--- config.mk ---
export PLATFORM = sky130hd
export DESIGN_NAME = bounded_deque_with_search_flat
export DESIGN_NICKNAME = d
export VERILOG_FILES = /design/src/rtl/core/bdws_pkg.sv /design/src/rtl/core/bdws_if.sv /design/src/rtl/core/bdws_ring.sv /design/src/rtl/core/bdws_scan.sv /design/src/rtl/core/bounded_deque_with_search.sv /design/src/flat_wrapper.sv
export SDC_FILE = /design/constraint.sdc
export NUM_CORES = 2
export LEC_CHECK = 0
export ABC_AREA = 1
export BUFFER_PORTS_ARGS = -buffer_cell sky130_fd_sc_hd__buf_2
export CORE_ASPECT_RATIO = 1.25
export CORE_MARGIN = 8
export CORE_UTILIZATION = 35
export DETAILED_ROUTE_END_ITERATION = 10
export PLACE_DENSITY_LB_ADDON = 0.08
export SLEW_MARGIN = 10
export SYNTH_ARGS = -nofsm -noshare
export SYNTH_HDL_FRONTEND = slang
export SYNTH_SLANG_ARGS = --single-unit
--- constraint.sdc ---
create_clock -name clk_i -period 4.41 [get_ports clk_i]
set_input_delay 0.2205 -clock clk_i [delete_from_list [all_inputs] [get_ports clk_i]]
set_output_delay 0.2205 -clock clk_i [all_outputs]
set_load 0.005 [all_outputs]
--- src/rtl/core/bdws_pkg.sv ---
`default_nettype none

package bdws_pkg;

  // Payload widths fixed by the transaction format
  localparam int unsigned DATA_W       = 32;
  localparam int unsigned ACT_W        = 3;
  localparam int unsigned STAT_W       = 2;
  localparam int unsigned CAPACITY_DEF = 64;

  // Action codes
  localparam logic [ACT_W-1:0] ACT_PUSH_FRONT = 3'd0;
  localparam logic [ACT_W-1:0] ACT_PUSH_BACK  = 3'd1;
  localparam logic [ACT_W-1:0] ACT_POP_FRONT  = 3'd2;
  localparam logic [ACT_W-1:0] ACT_POP_BACK   = 3'd3;
  localparam logic [ACT_W-1:0] ACT_SEARCH     = 3'd4;

  // Status codes
  localparam logic [STAT_W-1:0] STAT_OK    = 2'd0;
  localparam logic [STAT_W-1:0] STAT_FULL  = 2'd1;
  localparam logic [STAT_W-1:0] STAT_EMPTY = 2'd2;

  // Sequencer to scan unit control
  typedef struct packed {
    logic start;      // clear accumulators, latch key
    logic search_en;  // this transaction is a search
    logic dvalid;     // read data from the ring is live this cycle
  } scan_ctrl_t;

endpackage

`default_nettype wire

--- src/rtl/core/bdws_if.sv ---
`default_nettype none

// Request channel: action and operand
interface bdws_req_if;
  logic                              valid;
  logic                              ready;
  logic [bdws_pkg::ACT_W-1:0]        action;
  logic signed [bdws_pkg::DATA_W-1:0] value;

  modport source (output valid, output action, output value, input ready);
  modport sink   (input valid, input action, input value, output ready);
endinterface

// Response channel: status, hit, occupancy and maximum
interface bdws_rsp_if #(
  parameter int unsigned CNT_W = 7
);
  logic                               valid;
  logic                               ready;
  logic [bdws_pkg::STAT_W-1:0]        status;
  logic                               found;
  logic [CNT_W-1:0]                   count;
  logic signed [bdws_pkg::DATA_W-1:0] max_value;

  modport source (output valid, output status, output found, output count,
                  output max_value, input ready);
  modport sink   (input valid, input status, input found, input count,
                  input max_value, output ready);
endinterface

`default_nettype wire

--- src/rtl/core/bdws_ring.sv ---
`default_nettype none

// Ring storage: one write port, one registered read port
module bdws_ring #(
  parameter int unsigned DEPTH = bdws_pkg::CAPACITY_DEF,
  localparam int unsigned IW   = $clog2(DEPTH)
) (
  input  wire logic                        clk_i,
  input  wire logic                        we_i,
  input  wire logic [IW-1:0]               waddr_i,
  input  wire logic [bdws_pkg::DATA_W-1:0] wdata_i,
  input  wire logic [IW-1:0]               raddr_i,
  output logic      [bdws_pkg::DATA_W-1:0] rdata_o
);

  logic [bdws_pkg::DATA_W-1:0] mem [DEPTH];

  // write port
  always_ff @(posedge clk_i) begin
    if (we_i) begin
      mem[waddr_i] <= wdata_i;
    end
  end

  // read port, registered: data appears in the cycle after the address
  always_ff @(posedge clk_i) begin
    rdata_o <= mem[raddr_i];
  end

endmodule

`default_nettype wire

--- src/rtl/core/bdws_scan.sv ---
`default_nettype none

// Shared compare unit: running signed maximum and equality hit
module bdws_scan (
  input  wire logic                               clk_i,
  input  wire logic                               rst_ni,
  input  wire bdws_pkg::scan_ctrl_t               ctrl_i,
  input  wire logic signed [bdws_pkg::DATA_W-1:0] key_i,
  input  wire logic signed [bdws_pkg::DATA_W-1:0] data_i,
  output logic signed      [bdws_pkg::DATA_W-1:0] max_o,
  output logic                                    found_o
);

  logic                               have_q, have_d;
  logic                               found_q, found_d;
  logic                               srch_q, srch_d;
  logic signed [bdws_pkg::DATA_W-1:0] max_q, max_d;
  logic signed [bdws_pkg::DATA_W-1:0] key_q, key_d;
  logic                               gt;
  logic                               hit;

  // one comparator pair serves every element in turn
  assign gt  = data_i > max_q;
  assign hit = data_i == key_q;

  always_comb begin
    have_d  = have_q;
    found_d = found_q;
    srch_d  = srch_q;
    max_d   = max_q;
    key_d   = key_q;
    if (ctrl_i.start) begin
      have_d  = 1'b0;
      found_d = 1'b0;
      srch_d  = ctrl_i.search_en;
      max_d   = '0;
      key_d   = key_i;
    end else if (ctrl_i.dvalid) begin
      have_d = 1'b1;
      if (!have_q || gt) begin
        max_d = data_i;
      end
      if (srch_q && hit) begin
        found_d = 1'b1;
      end
    end
  end

  always_ff @(posedge clk_i or negedge rst_ni) begin
    if (!rst_ni) begin
      have_q  <= 1'b0;
      found_q <= 1'b0;
      srch_q  <= 1'b0;
    end else begin
      have_q  <= have_d;
      found_q <= found_d;
      srch_q  <= srch_d;
    end
  end

  always_ff @(posedge clk_i) begin
    max_q <= max_d;
    key_q <= key_d;
  end

  assign max_o   = max_q;
  assign found_o = found_q;

endmodule

`default_nettype wire

--- src/rtl/core/bounded_deque_with_search.sv ---
`default_nettype none

// Bounded double-ended queue of signed 32-bit values with a membership search.
// Each request transaction pushes at the front or back, removes the front or
// back, or searches for a value; each returns one response with status, hit
// flag, element count and the largest stored value (0 when empty). After a
// request is taken, the sequencer walks the live elements front to back
// through the single read port of the ring store, one element per cycle, and
// one shared comparator pair folds in the maximum and the search hit. A
// request then passes through the scan, drain and done states (straight to
// done when the queue ends up empty), and the response is registered in the
// done state. The request side is ready again once the response is
// registered, even if that response has not yet been taken; a response left
// waiting holds the next request back. The store needs no clearing after reset.
// The response interface must be built with CNT_W = $clog2(CAPACITY + 1).
module bounded_deque_with_search #(
  parameter int unsigned CAPACITY = bdws_pkg::CAPACITY_DEF
) (
  input  wire logic  clk_i,
  input  wire logic  rst_ni,
  bdws_req_if.sink   req_i,
  bdws_rsp_if.source rsp_o
);

  localparam int unsigned IW = $clog2(CAPACITY);
  localparam int unsigned CW = $clog2(CAPACITY + 1);

  // sequencer states
  localparam logic [1:0] S_IDLE  = 2'd0;
  localparam logic [1:0] S_SCAN  = 2'd1;
  localparam logic [1:0] S_DRAIN = 2'd2;
  localparam logic [1:0] S_DONE  = 2'd3;

  logic [1:0]                    state_q, state_d;
  logic [IW-1:0]                 front_q, front_d;
  logic [CW-1:0]                 cnt_q, cnt_d;
  logic [IW-1:0]                 rd_ptr_q, rd_ptr_d;
  logic [IW-1:0]                 idx_q, idx_d;
  logic                          rd_vld_q;
  logic [bdws_pkg::STAT_W-1:0]   stat_q, stat_d;

  logic                          accept;
  logic                          full;
  logic                          empty;
  logic [IW-1:0]                 front_dec;
  logic [IW-1:0]                 front_inc;
  logic [IW:0]                   back_sum;
  logic [IW-1:0]                 back_addr;
  logic                          we;
  logic [IW-1:0]                 waddr;
  logic [bdws_pkg::DATA_W-1:0]   rdata;
  logic                          last_issue;
  logic                          rsp_free;

  logic                               rsp_vld_q;
  logic [bdws_pkg::STAT_W-1:0]        rsp_stat_q;
  logic                               rsp_found_q;
  logic [CW-1:0]                      rsp_cnt_q;
  logic signed [bdws_pkg::DATA_W-1:0] rsp_max_q;

  bdws_pkg::scan_ctrl_t               scan_ctrl;
  logic signed [bdws_pkg::DATA_W-1:0] scan_max;
  logic                               scan_found;

  assign req_i.ready = (state_q == S_IDLE);
  assign accept      = req_i.valid && req_i.ready;
  assign full        = (cnt_q == CW'(CAPACITY));
  assign empty       = (cnt_q == '0);
  assign rsp_free    = !rsp_vld_q || rsp_o.ready;

  // ring index arithmetic
  assign front_dec = (front_q == '0) ? IW'(CAPACITY - 1) : front_q - IW'(1);
  assign front_inc = (front_q == IW'(CAPACITY - 1)) ? '0 : front_q + IW'(1);
  assign back_sum  = (IW + 1)'(front_q) + (IW + 1)'(cnt_q);
  assign back_addr = (back_sum >= (IW + 1)'(CAPACITY))
                   ? IW'(back_sum - (IW + 1)'(CAPACITY)) : IW'(back_sum);
  assign last_issue = (CW'(idx_q) == cnt_q - CW'(1));

  // request decode: update pointers and write the store at acceptance
  always_comb begin
    front_d = front_q;
    cnt_d   = cnt_q;
    stat_d  = stat_q;
    we      = 1'b0;
    waddr   = back_addr;
    if (accept) begin
      stat_d = bdws_pkg::STAT_OK;
      unique case (req_i.action)
        bdws_pkg::ACT_PUSH_FRONT: begin
          if (full) begin
            stat_d = bdws_pkg::STAT_FULL;
          end else begin
            front_d = front_dec;
            cnt_d   = cnt_q + CW'(1);
            we      = 1'b1;
            waddr   = front_dec;
          end
        end
        bdws_pkg::ACT_PUSH_BACK: begin
          if (full) begin
            stat_d = bdws_pkg::STAT_FULL;
          end else begin
            cnt_d = cnt_q + CW'(1);
            we    = 1'b1;
          end
        end
        bdws_pkg::ACT_POP_FRONT: begin
          if (empty) begin
            stat_d = bdws_pkg::STAT_EMPTY;
          end else begin
            front_d = front_inc;
            cnt_d   = cnt_q - CW'(1);
          end
        end
        bdws_pkg::ACT_POP_BACK: begin
          if (empty) begin
            stat_d = bdws_pkg::STAT_EMPTY;
          end else begin
            cnt_d = cnt_q - CW'(1);
          end
        end
        default: begin
          // search or unused code: state unchanged
        end
      endcase
    end
  end

  // sequencer: walk the live elements, then post the response
  always_comb begin
    state_d  = state_q;
    rd_ptr_d = rd_ptr_q;
    idx_d    = idx_q;
    unique case (state_q)
      S_IDLE: begin
        if (accept) begin
          rd_ptr_d = front_d;
          idx_d    = '0;
          state_d  = (cnt_d == '0) ? S_DONE : S_SCAN;
        end
      end
      S_SCAN: begin
        rd_ptr_d = (rd_ptr_q == IW'(CAPACITY - 1)) ? '0 : rd_ptr_q + IW'(1);
        idx_d    = idx_q + IW'(1);
        if (last_issue) begin
          state_d = S_DRAIN;
        end
      end
      S_DRAIN: begin
        state_d = S_DONE;
      end
      S_DONE: begin
        if (rsp_free) begin
          state_d = S_IDLE;
        end
      end
      default: begin
        state_d = S_IDLE;
      end
    endcase
  end

  always_ff @(posedge clk_i or negedge rst_ni) begin
    if (!rst_ni) begin
      state_q  <= S_IDLE;
      front_q  <= '0;
      cnt_q    <= '0;
      rd_ptr_q <= '0;
      idx_q    <= '0;
      rd_vld_q <= 1'b0;
      stat_q   <= bdws_pkg::STAT_OK;
    end else begin
      state_q  <= state_d;
      front_q  <= front_d;
      cnt_q    <= cnt_d;
      rd_ptr_q <= rd_ptr_d;
      idx_q    <= idx_d;
      rd_vld_q <= (state_q == S_SCAN);
      stat_q   <= stat_d;
    end
  end

  // ring store
  bdws_ring #(
    .DEPTH (CAPACITY)
  ) u_ring (
    .clk_i   (clk_i),
    .we_i    (we),
    .waddr_i (waddr),
    .wdata_i (req_i.value),
    .raddr_i (rd_ptr_q),
    .rdata_o (rdata)
  );

  // shared compare unit
  assign scan_ctrl.start     = accept;
  assign scan_ctrl.search_en = (req_i.action == bdws_pkg::ACT_SEARCH);
  assign scan_ctrl.dvalid    = rd_vld_q;

  bdws_scan u_scan (
    .clk_i   (clk_i),
    .rst_ni  (rst_ni),
    .ctrl_i  (scan_ctrl),
    .key_i   (req_i.value),
    .data_i  (rdata),
    .max_o   (scan_max),
    .found_o (scan_found)
  );

  // response register
  always_ff @(posedge clk_i or negedge rst_ni) begin
    if (!rst_ni) begin
      rsp_vld_q <= 1'b0;
    end else if (state_q == S_DONE && rsp_free) begin
      rsp_vld_q <= 1'b1;
    end else if (rsp_o.ready) begin
      rsp_vld_q <= 1'b0;
    end
  end

  always_ff @(posedge clk_i) begin
    if (state_q == S_DONE && rsp_free) begin
      rsp_stat_q  <= stat_q;
      rsp_found_q <= scan_found;
      rsp_cnt_q   <= cnt_q;
      rsp_max_q   <= scan_max;
    end
  end

  assign rsp_o.valid     = rsp_vld_q;
  assign rsp_o.status    = rsp_stat_q;
  assign rsp_o.found     = rsp_found_q;
  assign rsp_o.count     = rsp_cnt_q;
  assign rsp_o.max_value = rsp_max_q;

`ifndef SYNTHESIS
  a_cnt_bound: assert property (@(posedge clk_i) disable iff (!rst_ni)
    cnt_q <= CW'(CAPACITY))
    else $error("element count above capacity");

  a_full_push_drops: assert property (@(posedge clk_i) disable iff (!rst_ni)
    accept && full && (req_i.action == bdws_pkg::ACT_PUSH_FRONT ||
                       req_i.action == bdws_pkg::ACT_PUSH_BACK)
    |=> cnt_q == $past(cnt_q) && stat_q == bdws_pkg::STAT_FULL)
    else $error("push on full queue changed the count");

  a_pop_dec: assert property (@(posedge clk_i) disable iff (!rst_ni)
    accept && !empty && (req_i.action == bdws_pkg::ACT_POP_FRONT ||
                         req_i.action == bdws_pkg::ACT_POP_BACK)
    |=> cnt_q == $past(cnt_q) - CW'(1))
    else $error("removal did not decrement the count");

  a_empty_rsp: assert property (@(posedge clk_i) disable iff (!rst_ni)
    rsp_vld_q && rsp_cnt_q == '0 |-> rsp_max_q == '0 && !rsp_found_q)
    else $error("empty queue reported a maximum or a hit");

  a_rd_window: assert property (@(posedge clk_i) disable iff (!rst_ni)
    rd_vld_q |-> state_q == S_SCAN || state_q == S_DRAIN)
    else $error("read data outside the scan window");
`endif

endmodule

`default_nettype wire
--- src/flat_wrapper.sv ---
// flat-port wrapper written by rule: the top's interface ports become plain ports
module bounded_deque_with_search_flat 
#(
  parameter int unsigned CAPACITY = bdws_pkg::CAPACITY_DEF
)
  (clk_i, rst_ni, req_i_valid, req_i_action, req_i_value, req_i_ready, rsp_o_valid, rsp_o_status, rsp_o_found, rsp_o_count, rsp_o_max_value, rsp_o_ready);
  bdws_req_if req_i_i ();
  bdws_rsp_if rsp_o_i ();
  input  wire logic clk_i;
  input  wire logic rst_ni;
  input wire logic [$bits(req_i_i.valid)-1:0] req_i_valid;
  input wire logic [$bits(req_i_i.action)-1:0] req_i_action;
  input wire logic [$bits(req_i_i.value)-1:0] req_i_value;
  output wire logic [$bits(req_i_i.ready)-1:0] req_i_ready;
  output wire logic [$bits(rsp_o_i.valid)-1:0] rsp_o_valid;
  output wire logic [$bits(rsp_o_i.status)-1:0] rsp_o_status;
  output wire logic [$bits(rsp_o_i.found)-1:0] rsp_o_found;
  output wire logic [$bits(rsp_o_i.count)-1:0] rsp_o_count;
  output wire logic [$bits(rsp_o_i.max_value)-1:0] rsp_o_max_value;
  input wire logic [$bits(rsp_o_i.ready)-1:0] rsp_o_ready;
  assign req_i_i.valid = req_i_valid;
  assign req_i_i.action = req_i_action;
  assign req_i_i.value = req_i_value;
  assign req_i_ready = req_i_i.ready;
  assign rsp_o_valid = rsp_o_i.valid;
  assign rsp_o_status = rsp_o_i.status;
  assign rsp_o_found = rsp_o_i.found;
  assign rsp_o_count = rsp_o_i.count;
  assign rsp_o_max_value = rsp_o_i.max_value;
  assign rsp_o_i.ready = rsp_o_ready;
  bounded_deque_with_search #(.CAPACITY(CAPACITY)) u_core (.clk_i(clk_i), .rst_ni(rst_ni), .req_i(req_i_i), .rsp_o(rsp_o_i));
endmodule
==> out/results.txt <==
status = finished, final reports clean
Setup CP Type = reg2reg
gpl congestion = 0.814
Finish-stage setup viols = 0
Critical Path RT = 4930 ps
detailed placement HPWL = 177000 µm
WL final = 303000 µm
vias in the first global route = 56700
Leak = 32.9 nW
Post-Syn Nets = 6949
H-tree depth = 4
Place WS = 589 ps
RSZ-0062 raised after global routing = no
# placed instances = 10100
MaxCap Viol Count = 0
Yosys cell types = 53
sequential area share after synthesis = 74.8%
EDFF count, synth = 2122
Clock Tree Buf Depth = 4
initial antenna violation count = 20
Die Ht = 577 µm
Crit. path cell count = 12
Highest Signal Layer = met5
Worst Tran Pin Value = 1150 ps
RR Endpoint = u_core.u_ring.mem[54][4]
critical path startpoint category = register
critical path's slowest cell = nand2_1
WL per Instance = 28.7 µm
vias per cell = 5.47
Worst VDD drop = 445 µV
Post-Syn Instances = 6861
Max Slew Vio Count = 0
DR iter-0 viols = 5121
Final Hold Vio Count = 0
crit-path max cell delay = 560 ps
maximum fanout along the worst path = 16
WL met3 = 15100 µm
routed wl met2 = 147000 µm
port bufs = 82
setup slack, reg-to-reg = 590 ps
Synthesis Warnings = 0
Layout Nets = 7122
Fin Setup TNS = 0 ps
Antenna Nets Post-Route = 0
first-pass GRT wire length = 431000 µm
Layout Cells excl Fill = 10600
Worst Setup End Kind = register
width of the chip = 464 µm
Period minus WS final = 3820 ps
hold path startpoint = req_i_value[8]
hold endpoint = u_core.u_ring.mem[54][8]
M1 WL = 132000 µm
die area = 268000 µm²
Worst Path Buf+Inv = 4
CTS resizes = 0
FMAX = 262 MHz
asr flop ratio synth = 1.53%
WHS Path Cells = 1
Power Density = 680 nW/µm²
area share of the largest cell type after synthesis = 72.4%
Clock Latency Late Sink = 880 ps
total congestion overflow = 0
drt first pass iters = 7
clock skew = 53.3 ps
CP cell instances = inv_1, ha_1, nand3_2, nor2_4, nor2_4, o22ai_1, inv_1, nor2_1, nand2_1, buf_4, nor2_4, buf_4
CP most frequent cell = nor2_4
Reg2Reg Depth = 12
Worst path top cell family by delay = simple AND/OR/NAND/NOR gates
Clock Sinks = 2220
cell row count = 206
Inserted Clock Buffers = 232
final core utilization = 40.5%
CTS tree = done
largest net degree at the start of global routing = 119
largest cells by area after synthesis = edfxtp_1, o21ai_0, nor2_1
fin worst setup slack = 594 ps
Slew HR = 23.5%
layout cells sized above 1 = 11.3%
via count = 57700
CTS root buf = clkbuf_16
register bit total from synthesis = 2220
arrival time at the worst endpoint = 4330 ps
class of the worst hold path = in2reg
GRT Overall Usage = 21.9%
top-level I/O count = 83
mapped cell area = 88000 µm²
area of the core = 251000 µm²
synth-to-layout area growth = 15.7%
top_reg_cell synth = edfxtp_1
Post-route DRC = 0
post-synth top area cell = edfxtp_1
syn avg cell area = 12.8 µm²
Clk pin slew, worst setup/hold paths = 60 ps
FF-to-FF Start = u_core.cnt_q[0]
final period utilization = 86.5%
Initial Utilization = 35.1%
## per-layer routing
layer / vias up / track usage [%]
met5: - / 0
met4: 8 / 5.91
met3: 412 / 2.70
met2: 1655 / 37.4
met1: 29900 / 29.5
li1: 25800 / -
## registers in the layout (all words and copies together), names as in the netlist
| name | flops |
|---|---|
| u_core.state_q | 2 |
| u_core.u_scan.max_o | 32 |
| u_core.u_scan.have_q | 1 |
| u_core.rsp_o.status | 2 |
| u_core.u_ring.rdata_o | 32 |
| u_core.rsp_o.valid | 1 |
| u_core.rsp_o.max_value | 32 |
| u_core.idx_q | 6 |
| u_core.u_ring.mem | 2048 |
| u_core.u_scan.key_q | 32 |
| u_core.rsp_o.count | 7 |
| u_core.rd_vld_q | 1 |
| u_core.front_q | 6 |
| u_core.cnt_q | 7 |
| u_core.u_scan.srch_q | 1 |
| u_core.stat_q | 2 |
| u_core.rsp_o.found | 1 |
| u_core.rd_ptr_q | 6 |
| u_core.u_scan.found_o | 1 |
## Yosys cell counts (3+ instances only)
master / n
xor2_1: 25
edfxtp_1: 2122
nand4_1: 8
nand3_1: 76
buf_2: 132
o21ai_0: 1239
o211ai_1: 14
dfxtp_1: 64
nor3_1: 17
o21a_1: 3
ha_1: 48
inv_2: 6
buf_1: 14
clkbuf_1: 312
nand3b_1: 3
xnor2_1: 9
a21oi_1: 97
buf_4: 10
nand2_4: 3
or2_2: 7
o31ai_1: 12
a31oi_1: 3
inv_1: 127
nand2_2: 8
o21ai_1: 89
nor3b_1: 3
nand2_1: 247
nor2_1: 1443
a22oi_1: 3
dfrtp_1: 34
o2111ai_1: 3
o22ai_1: 648
nor2_4: 3
nor2_2: 4
## report_power, final
group	internal (mW)	total (mW)	switching (mW)
registers	24.0	25.0	1.04
clock network	10.6	18.8	8.26
logic	7.25	25.4	18.2
## area by class of cell
class / instances / area, µm²
repair buffers: 409 / 3950
clock inverters: 136 / 1050
flip-flops and latches: 2220 / 65900
multi-input cells: 4034 / 20100
well taps: 3328 / 4160
fillers: 23700 / 149000
diodes: 4 / 10.0
clock buffers: 283 / 6040
inverters: 137 / 553
## what timing repair did
action / in CTS / in global routing
hold buffers: 19 / 0
endpoints found under the hold margin: 257 / 0
setup buffers: 0 / 0
## logic make-up after synthesis
kind of cell	after synthesis	share of synthesized area [%]
xor gates and xnor gates	34	0.338
adders and majority gates	49	0.705
DFF	2220	74.8
AOI/OAI and AO/OA	2124	13.2
buffers and inverters	607	2.84
and+or+nand+nor	1827	8.10
## layout by cell type, fill, tap and decap left out, drive strengths merged, types with 15 or more instances in the layout
cell / n
ha: 48
buf: 390
nand2: 258
nor2: 1450
clkinv: 113
nor3: 17
o21ai: 1328
dfxtp: 64
clkbuf: 283
nand3: 77
dfrtp: 34
dlygate4sd3: 19
bufinv: 15
inv: 138
xor2: 25
edfxtp: 2122
o22ai: 650
a21oi: 98
## how the worst max path moves through the flow
stage	end	slack, ps	startpoint
floorplan	u_core.u_ring.mem[32][0]	610	u_core.cnt_q[0]
global placement	u_core.u_ring.rdata_o[14]	450	u_core.rd_ptr_q[0]
detailed placement	u_core.u_ring.mem[54][10]	590	u_core.cnt_q[0]
CTS	u_core.u_ring.mem[54][30]	590	u_core.cnt_q[0]
global route	u_core.u_ring.mem[32][22]	420	u_core.cnt_q[0]
finish	u_core.u_ring.mem[54][4]	590	u_core.cnt_q[0]
## stage by stage
step | hold WS (ps) | power (mW) | cell area [µm²]
floorplan | -75.1 | 38.8 | 88000
global placement | 410 | 51.1 | 94500
detailed placement | 426 | 51.1 | 94500
CTS | 4.18 | 70.0 | 102000
global route | 30.3 | 72.6 | 102000
finish | 48.0 | 69.2 | 102000
Power figures use the tool's default switching activity.
